[src/rtl/hsvrgb_pkg.sv]
// Shared types and constants for the HSV to RGB converter pipeline.
// No dependencies; every other file imports this package.
package hsvrgb_pkg;

	localparam int HueW     = 15;
	localparam int CodeW    = 8;
	localparam int SectorW  = 4;
	localparam int RemW     = 12;
	localparam int ProdW    = 16;
	localparam int NumW     = 28;
	localparam int ScaledW  = 20;
	localparam int RecipW   = 21;
	localparam int QuoW     = 9;
	localparam int Sectors  = 8;
	localparam int Channels = 3;

	localparam int unsigned SectorSpan = 3840;
	localparam int unsigned CodeMax    = 255;
	localparam int unsigned RecipShift = 32;
	localparam int unsigned DropBits   = 8;

	localparam logic [RecipW-1:0] RecipMul = 21'd1122868;

	localparam logic [SectorW-1:0] SecRedGreen = 4'd0;
	localparam logic [SectorW-1:0] SecGreenRed = 4'd1;
	localparam logic [SectorW-1:0] SecGreenBlu = 4'd2;
	localparam logic [SectorW-1:0] SecBluGreen = 4'd3;
	localparam logic [SectorW-1:0] SecBluRed   = 4'd4;

	localparam int InDataW  = 32;
	localparam int OutDataW = 24;

	typedef struct packed {
		logic [CodeW-1:0] brightness;
		logic [CodeW-1:0] saturation;
		logic [HueW-1:0]  hue;
	} pixel_t;

	typedef struct packed {
		logic [CodeW-1:0]   brightness;
		logic [CodeW-1:0]   saturation;
		logic [RemW-1:0]    rem;
		logic [SectorW-1:0] sector;
	} sect_t;

	typedef struct packed {
		logic [ProdW-1:0]              chroma;
		logic [ProdW-1:0]              offset;
		logic [Channels-1:0][RemW-1:0] gain;
	} weight_t;

endpackage

[src/rtl/hsvrgb_sector.sv]
// First stage: split hue into 60-degree sector and position within it.
// Depends on hsvrgb_pkg.
module hsvrgb_sector (
	input  logic                  clk,
	input  logic                  en,
	input  hsvrgb_pkg::pixel_t    pixel,
	output hsvrgb_pkg::sect_t     sect_s1
);
	import hsvrgb_pkg::*;

	logic [SectorW-1:0] sec;
	logic [HueW-1:0]    base;

	always_comb begin
		sec  = '0;
		base = '0;
		for (int k = 1; k <= Sectors; k++) begin
			if (pixel.hue >= HueW'(k * SectorSpan)) begin
				sec  = SectorW'(k);
				base = HueW'(k * SectorSpan);
			end
		end
	end

	always_ff @(posedge clk) begin
		if (en) begin
			sect_s1.sector     <= sec;
			sect_s1.rem        <= RemW'(pixel.hue - base);
			sect_s1.saturation <= pixel.saturation;
			sect_s1.brightness <= pixel.brightness;
		end
	end

endmodule

[src/rtl/hsvrgb_weight.sv]
// Second stage: chroma and offset products, per-channel gain selection.
// Depends on hsvrgb_pkg.
module hsvrgb_weight (
	input  logic                  clk,
	input  logic                  en,
	input  hsvrgb_pkg::sect_t     sect_s1,
	output hsvrgb_pkg::weight_t   weight_s2
);
	import hsvrgb_pkg::*;

	logic [RemW-1:0]  ramp;
	logic [RemW-1:0]  full;
	logic [RemW-1:0]  g_r, g_g, g_b;
	logic [CodeW-1:0] inv_sat;

	assign full    = RemW'(SectorSpan);
	assign ramp    = sect_s1.sector[0] ? RemW'(SectorSpan - sect_s1.rem) : sect_s1.rem;
	assign inv_sat = CodeW'(CodeMax) - sect_s1.saturation;

	always_comb begin
		case (sect_s1.sector)
			SecRedGreen: begin g_r = full; g_g = ramp; g_b = '0;   end
			SecGreenRed: begin g_r = ramp; g_g = full; g_b = '0;   end
			SecGreenBlu: begin g_r = '0;   g_g = full; g_b = ramp; end
			SecBluGreen: begin g_r = '0;   g_g = ramp; g_b = full; end
			SecBluRed:   begin g_r = ramp; g_g = '0;   g_b = full; end
			default:     begin g_r = full; g_g = '0;   g_b = ramp; end
		endcase
	end

	always_ff @(posedge clk) begin
		if (en) begin
			weight_s2.chroma  <= ProdW'(sect_s1.brightness) * ProdW'(sect_s1.saturation);
			weight_s2.offset  <= ProdW'(sect_s1.brightness) * ProdW'(inv_sat);
			weight_s2.gain[0] <= g_r;
			weight_s2.gain[1] <= g_g;
			weight_s2.gain[2] <= g_b;
		end
	end

endmodule

[src/rtl/hsvrgb_channel.sv]
// Stages three to five for one color channel: weighted sum, scale, saturate.
// Depends on hsvrgb_pkg.
module hsvrgb_channel (
	input  logic                          clk,
	input  logic                          en_s3,
	input  logic                          en_s4,
	input  logic                          en_s5,
	input  logic [hsvrgb_pkg::ProdW-1:0]  chroma,
	input  logic [hsvrgb_pkg::ProdW-1:0]  offset,
	input  logic [hsvrgb_pkg::RemW-1:0]   gain,
	output logic [hsvrgb_pkg::CodeW-1:0]  level_s5
);
	import hsvrgb_pkg::*;

	logic [NumW-1:0]           prod_s3;
	logic [NumW-1:0]           offs_s3;
	logic [NumW-1:0]           sum;
	logic [ScaledW-1:0]        num_s4;
	logic [ScaledW+RecipW-1:0] recip;
	logic [QuoW-1:0]           quo;

	assign sum   = prod_s3 + offs_s3;
	assign recip = (ScaledW+RecipW)'(num_s4) * (ScaledW+RecipW)'(RecipMul);
	assign quo   = recip[RecipShift +: QuoW];

	always_ff @(posedge clk) begin
		if (en_s3) begin
			prod_s3 <= NumW'(chroma) * NumW'(gain);
			offs_s3 <= (NumW'(offset) << 12) - (NumW'(offset) << 8);
		end
		if (en_s4) begin
			num_s4 <= sum[DropBits +: ScaledW];
		end
		if (en_s5) begin
			level_s5 <= (quo > QuoW'(CodeMax)) ? CodeW'(CodeMax) : quo[CodeW-1:0];
		end
	end

endmodule

[src/rtl/hsv_to_rgb_converter.sv]
// Top level of the HSV to RGB converter: handshake, valid pipeline, channels.
// Depends on hsvrgb_pkg, hsvrgb_sector, hsvrgb_weight and hsvrgb_channel.
//
// Usage:
//   Input stream s_*: one pixel per transaction. s_tdata bits [14:0] hue in
//   1/64 degree, [22:15] saturation code, [30:23] brightness code, [31] zero.
//   Output stream m_*: one color per transaction. m_tdata bits [7:0] red,
//   [15:8] green, [23:16] blue.
//   An accepted pixel passes the stage registers s1 to s5 in order, and
//   m_tvalid rises once it reaches s5. Throughput is one pixel per cycle
//   while m_tready is high, set by a five-stage pipeline with one register
//   set per stage: sector split, products and gain select, weighted
//   multiply, sum, reciprocal scale with saturation.
//   Each stage advances when it is empty or the next stage advances, so
//   bubbles close up while the receiver stalls; s_tready drops only when all
//   five stages hold a pixel and m_tready is low. A stalled result is held
//   unchanged on m_tdata.
//   Reset clears all valid bits; the block keeps no other state and accepts
//   input as soon as reset is released.
module hsv_to_rgb_converter (
	input  logic                              clk,
	input  logic                              arst_n,
	input  logic                              s_tvalid,
	output logic                              s_tready,
	input  logic [hsvrgb_pkg::InDataW-1:0]    s_tdata,  // hue, saturation, brightness
	output logic                              m_tvalid,
	input  logic                              m_tready,
	output logic [hsvrgb_pkg::OutDataW-1:0]   m_tdata   // red, green, blue
);
	import hsvrgb_pkg::*;

	logic valid_s1, valid_s2, valid_s3, valid_s4, valid_s5;
	logic en_s1, en_s2, en_s3, en_s4, en_s5;

	pixel_t                        pixel;
	sect_t                         sect_s1;
	weight_t                       weight_s2;
	logic [Channels-1:0][CodeW-1:0] level_s5;

	assign en_s5 = !valid_s5 || m_tready;
	assign en_s4 = !valid_s4 || en_s5;
	assign en_s3 = !valid_s3 || en_s4;
	assign en_s2 = !valid_s2 || en_s3;
	assign en_s1 = !valid_s1 || en_s2;

	assign s_tready = en_s1;
	assign m_tvalid = valid_s5;
	assign m_tdata  = level_s5;
	assign pixel    = s_tdata[$bits(pixel_t)-1:0];

	always_ff @(posedge clk or negedge arst_n) begin
		if (!arst_n) begin
			valid_s1 <= 1'b0;
			valid_s2 <= 1'b0;
			valid_s3 <= 1'b0;
			valid_s4 <= 1'b0;
			valid_s5 <= 1'b0;
		end else begin
			if (en_s1) valid_s1 <= s_tvalid;
			if (en_s2) valid_s2 <= valid_s1;
			if (en_s3) valid_s3 <= valid_s2;
			if (en_s4) valid_s4 <= valid_s3;
			if (en_s5) valid_s5 <= valid_s4;
		end
	end

	hsvrgb_sector u_sector (
		.clk     (clk),
		.en      (en_s1),
		.pixel   (pixel),
		.sect_s1 (sect_s1)
	);

	hsvrgb_weight u_weight (
		.clk       (clk),
		.en        (en_s2),
		.sect_s1   (sect_s1),
		.weight_s2 (weight_s2)
	);

	for (genvar c = 0; c < Channels; c++) begin : g_chan
		hsvrgb_channel u_channel (
			.clk      (clk),
			.en_s3    (en_s3),
			.en_s4    (en_s4),
			.en_s5    (en_s5),
			.chroma   (weight_s2.chroma),
			.offset   (weight_s2.offset),
			.gain     (weight_s2.gain[c]),
			.level_s5 (level_s5[c])
		);
	end

	assert property (@(posedge clk) disable iff (!arst_n)
		!s_tready |-> (valid_s1 && valid_s2 && valid_s3 && valid_s4 && valid_s5 && !m_tready))
		else $error("input stalled while pipeline has room");

	assert property (@(posedge clk) disable iff (!arst_n)
		(valid_s3 && !en_s4) |=> valid_s3)
		else $error("held pixel dropped in stage three");

	assert property (@(posedge clk) disable iff (!arst_n)
		(s_tvalid && s_tready) |=> valid_s1)
		else $error("accepted pixel not captured");

	assert property (@(posedge clk) disable iff (!arst_n)
		(valid_s4 && en_s5) |=> m_tvalid)
		else $error("pixel lost between stage four and output");

endmodule

[config.mk]
export PLATFORM = sky130hd
export DESIGN_NAME = hsv_to_rgb_converter
export DESIGN_NICKNAME = d
export VERILOG_FILES = /design/src/rtl/hsvrgb_pkg.sv /design/src/rtl/hsvrgb_sector.sv /design/src/rtl/hsvrgb_weight.sv /design/src/rtl/hsvrgb_channel.sv /design/src/rtl/hsv_to_rgb_converter.sv
export SDC_FILE = /design/constraint.sdc
export NUM_CORES = 2
export LEC_CHECK = 0
export BUFFER_PORTS_ARGS = -buffer_cell sky130_fd_sc_hd__buf_2
export CORE_ASPECT_RATIO = 1.75
export CORE_MARGIN = 4
export CORE_UTILIZATION = 55
export DETAILED_ROUTE_END_ITERATION = 7
export PLACE_DENSITY_LB_ADDON = 0.08
export RECOVER_POWER = 50
export SYNTH_ARGS = -nofsm -noshare
export SYNTH_HDL_FRONTEND = slang
export SYNTH_SLANG_ARGS = --single-unit
[constraint.sdc]
create_clock -name clk -period 6.1 [get_ports clk]
set_input_delay 1.22 -clock clk [delete_from_list [all_inputs] [get_ports clk]]
set_output_delay 1.22 -clock clk [all_outputs]
set_load 0.02 [all_outputs]
==> impl_metrics.ini <==
[sta]
final-hold-violation-count = 0
period_needed_ns = 5.84
slew_headroom_pct = -125
drv_slew = 149
fin_crit_sh_pct = 95.7
final-setup-viol-count = 0
fmax_mhz = 171
worst_pin_slew_ns = 3.38
rsz0062_at_grt = false
final.setup_skew_ns = 0.0372
setup_tns_ns = 0

[floorplanning]
design.die.area_mm2 = 0.0908
ioPinCount = 62
fp-row-count = 141
core_mm2 = 0.0849
initial_utilization_pct = 55.6
dieWidth_um = 229
fp.dieH_um = 396

[critical_path]
crit_type = flop to flop
arrival_ns = 6.21
setup.worst_path.start_class = flop
path_max_fanout = 5
worst_setup_path_end_kind = flop
required_ns = 6.47

[route]
drc_errors = 0
viasPerCell = 5.31
drt_iter0_markers = 1128
wl_per_cell_um = 17.3
drt_pass1_iterations = 5
ant_nets = 0
via_count = 32400
wirelength_mm = 106

[place]
dp_hpwl_mm = 89.4
place.gp.congestion = 0.868
portBuffers = 60

[synth]
syn-mean-instance-area_um2 = 9.73
synth_top_area_cell = fa_1
synthCells = 4851
synth_edf_count = 264
synth_seq_cells = 269
yosys_most_used_dff = edfxtp_1
yosys.area.top_type_share_pct = 29.6
synth-async-reset-ratio_pct = 1.86
synthTopCellsByArea = fa_1 30%, ha_1 22%, edfxtp_1 17%, inv_1 8.9%, nand2_1 3.9%
syn_area_mm2 = 0.0472
syn-num-nets = 6408
synth.distinct_cells = 72
yosysWarnings = 0
ys_seq_area_share_pct = 17.1

[clock_network]
root_buffer = clkbuf_16
htree_levels = 1
cts_tree = done
clk_latency_ns = 0.64
clockBufferDepth = 3
holdBufCountCts = 0
cts_num_sinks = 269
clk_pin_slew_ns = 0.07
numCtsBuffers = 31

[outcome]
violations = max-capacitance violations, max-slew violations
status = finished with violations

[grt]
grt_usage_pct = 24.3
antenna_found_initial = 0
overflow = 0
grt_max_degree = 71
grt_pass1_vias = 35400
grt_pass1_wl_mm = 178

[layout]
synthToLayoutAreaGrowth_pct = 7.17
drive_above_1_share_pct = 5.25
antenna_cells = 0
nets = 6501
n_fill_cell = 7388

[hold_path]
worst_hold_path_type = input pin to async pin

[job]
maxCapViolCount = 3
state kept, by name (all words and copies together) (netlist names):
register	count
u_weight.weight_s2	68
g_chan.u_channel.num_s4	60
g_chan.u_channel.prod_s3	60
u_sector.sect_s1	32
g_chan.u_channel.level_s5	24
g_chan.u_channel.offs_s3	20
m_tvalid	1
valid_s1	1
valid_s2	1
valid_s3	1
valid_s4	1
per-layer routing:
layer	global-route usage [%]	part of all wire, %	vias to the layer above
met4	12.5	6.3	0
met3	1.94	2.7	258
met1	26.7	37	16100
met5	0	0	-
met2	46.3	54	528
li1	-	-	15500
Yosys cell counts (all sizes together) (5+ instances only):
cell type and instances:
o21bai 16, edfxtp 264, o31ai 7, o211ai 8, o2111ai 5, a21o 48, a41oi 5, a21boi 9
ha 824, and3 14, a2111oi 7, and4 6, a31oi 18, dfrtp 5, inv 1117, o41a 5
nand2b 58, fa 697, clkbuf 127, nor3 48, a211oi 10, nand3 46, o31a 6, xnor2 119
nor4 6, or3 13, nand4 22, nor2 171, nor4b 5, or2 8, nor2b 60, and2 225
nand2 488, a21oi 139, xor2 44, o21a 46, o21ai 99
area by class of cell:
type                            count  area [um2]  area share [%]
Multi-Input combinational cell   3337       34500            68.2
Sequential cell                   269        8050            15.9
Inverter                         1117        4190            8.29
Tap cell                         1144        1430            2.83
Timing Repair Buffer              188        1340            2.64
Clock buffer                       33         783            1.55
Clock inverter                     25         287           0.566
worst paths after layout:
check / from / slack [ns] / depth (start not counted) / end
max in group asynchronous: arst_n / 5.47 / 1 / valid_s3$_DFFE_PN0P_
min in group clk: valid_s2$_DFFE_PN0P_ / 0.49 / 1 / valid_s3$_DFFE_PN0P_
max reg2reg: u_weight.weight_s2[59]$_DFFE_PP_ / 0.26 / 21 / g_chan[1].u_channel.prod_s3[27]$_DFFE_PP_
max: u_weight.weight_s2[59]$_DFFE_PP_ / 0.26 / 21 / g_chan[1].u_channel.prod_s3[27]$_DFFE_PP_
min reg2reg: valid_s2$_DFFE_PN0P_ / 0.49 / 1 / valid_s3$_DFFE_PN0P_
min: arst_n / 0.42 / 1 / m_tvalid$_DFFE_PN0P_
cells in the final DEF, fill, tap and decap left out, drive strengths merged, types with 6 or more instances in the layout:
cell / instances
o21a: 46
o31ai: 7
nor2: 171
ha: 824
edfxtp: 264
and2: 225
a21boi: 9
nand4: 22
a21o: 48
clkbuf: 39
nand2: 488
nand3: 46
a2111oi: 7
inv: 1124
and4: 6
clkinv: 13
xor2: 44
nor2b: 60
o211ai: 8
nor4: 6
a21oi: 139
or2: 8
nor3: 48
a31oi: 18
o31a: 6
or3: 13
o21ai: 99
and3: 14
buf: 182
nand2b: 58
xnor2: 119
fa: 697
a211oi: 10
o21bai: 16
critical path, stage by stage, from the launching register on:
cell and delay, ns:
edfxtp_1 0.51, buf_4 0.21, and2_1 0.17, fa_1 0.53
inv_1 0.06, fa_1 0.49, inv_1 0.05, fa_1 0.48
fa_1 0.49, inv_1 0.05, fa_1 0.47, inv_1 0.04
ha_1 0.32, a21o_1 0.18, nor2b_1 0.13, o21a_1 0.19
o31a_1 0.27, a31oi_2 0.23, a21oi_2 0.11, a211o_1 0.30
a21oi_1 0.20, xnor2_1 0.08
kinds of logic (layout without fill, tap and decap cells):
logic type / Yosys count / after routing / synth area share, %
AO/OA/AOI/OAI: 464 / 464 / 6.44
XOR/XNOR: 163 / 163 / 3.02
adder cells (fa/ha/maj): 1523 / 1523 / 51.4
buffers and inverters: 1245 / 1363 / 9.90
flip-flops: 269 / 269 / 17.1
multiplexers: 2 / 2 / 0.0424
AND/OR/NAND/NOR: 1185 / 1185 / 12.1
through the flow:
step           instance area, um2  worst slack, ns  instances  hold slack (ns)  utilization [%]
5_1_grt                     50600          0.00313       6113            0.404             59.6
3_3_place_gp                49400            0.164       6041            0.446             58.2
4_1_cts                     50500           0.0724       6099            0.329             59.5
6_report                    50600            0.263       6113            0.416             59.6
2_1_floorplan               47200            0.325       4851            0.435                -
3_5_place_dp                49400            0.123       6041            0.461             58.2
repair_timing:
| action | 4_1_cts | 5_1_grt |
|---|---|---|
| setup endpoints to repair | 0 | 13 |
| setup buffers | 0 | 14 |
| gates resized for setup | 0 | 7 |
| hold endpoints to repair | 0 | 0 |
Power is not shown: default switching activity piles up to over one toggle a cycle in this logic, so the estimate is an artifact.
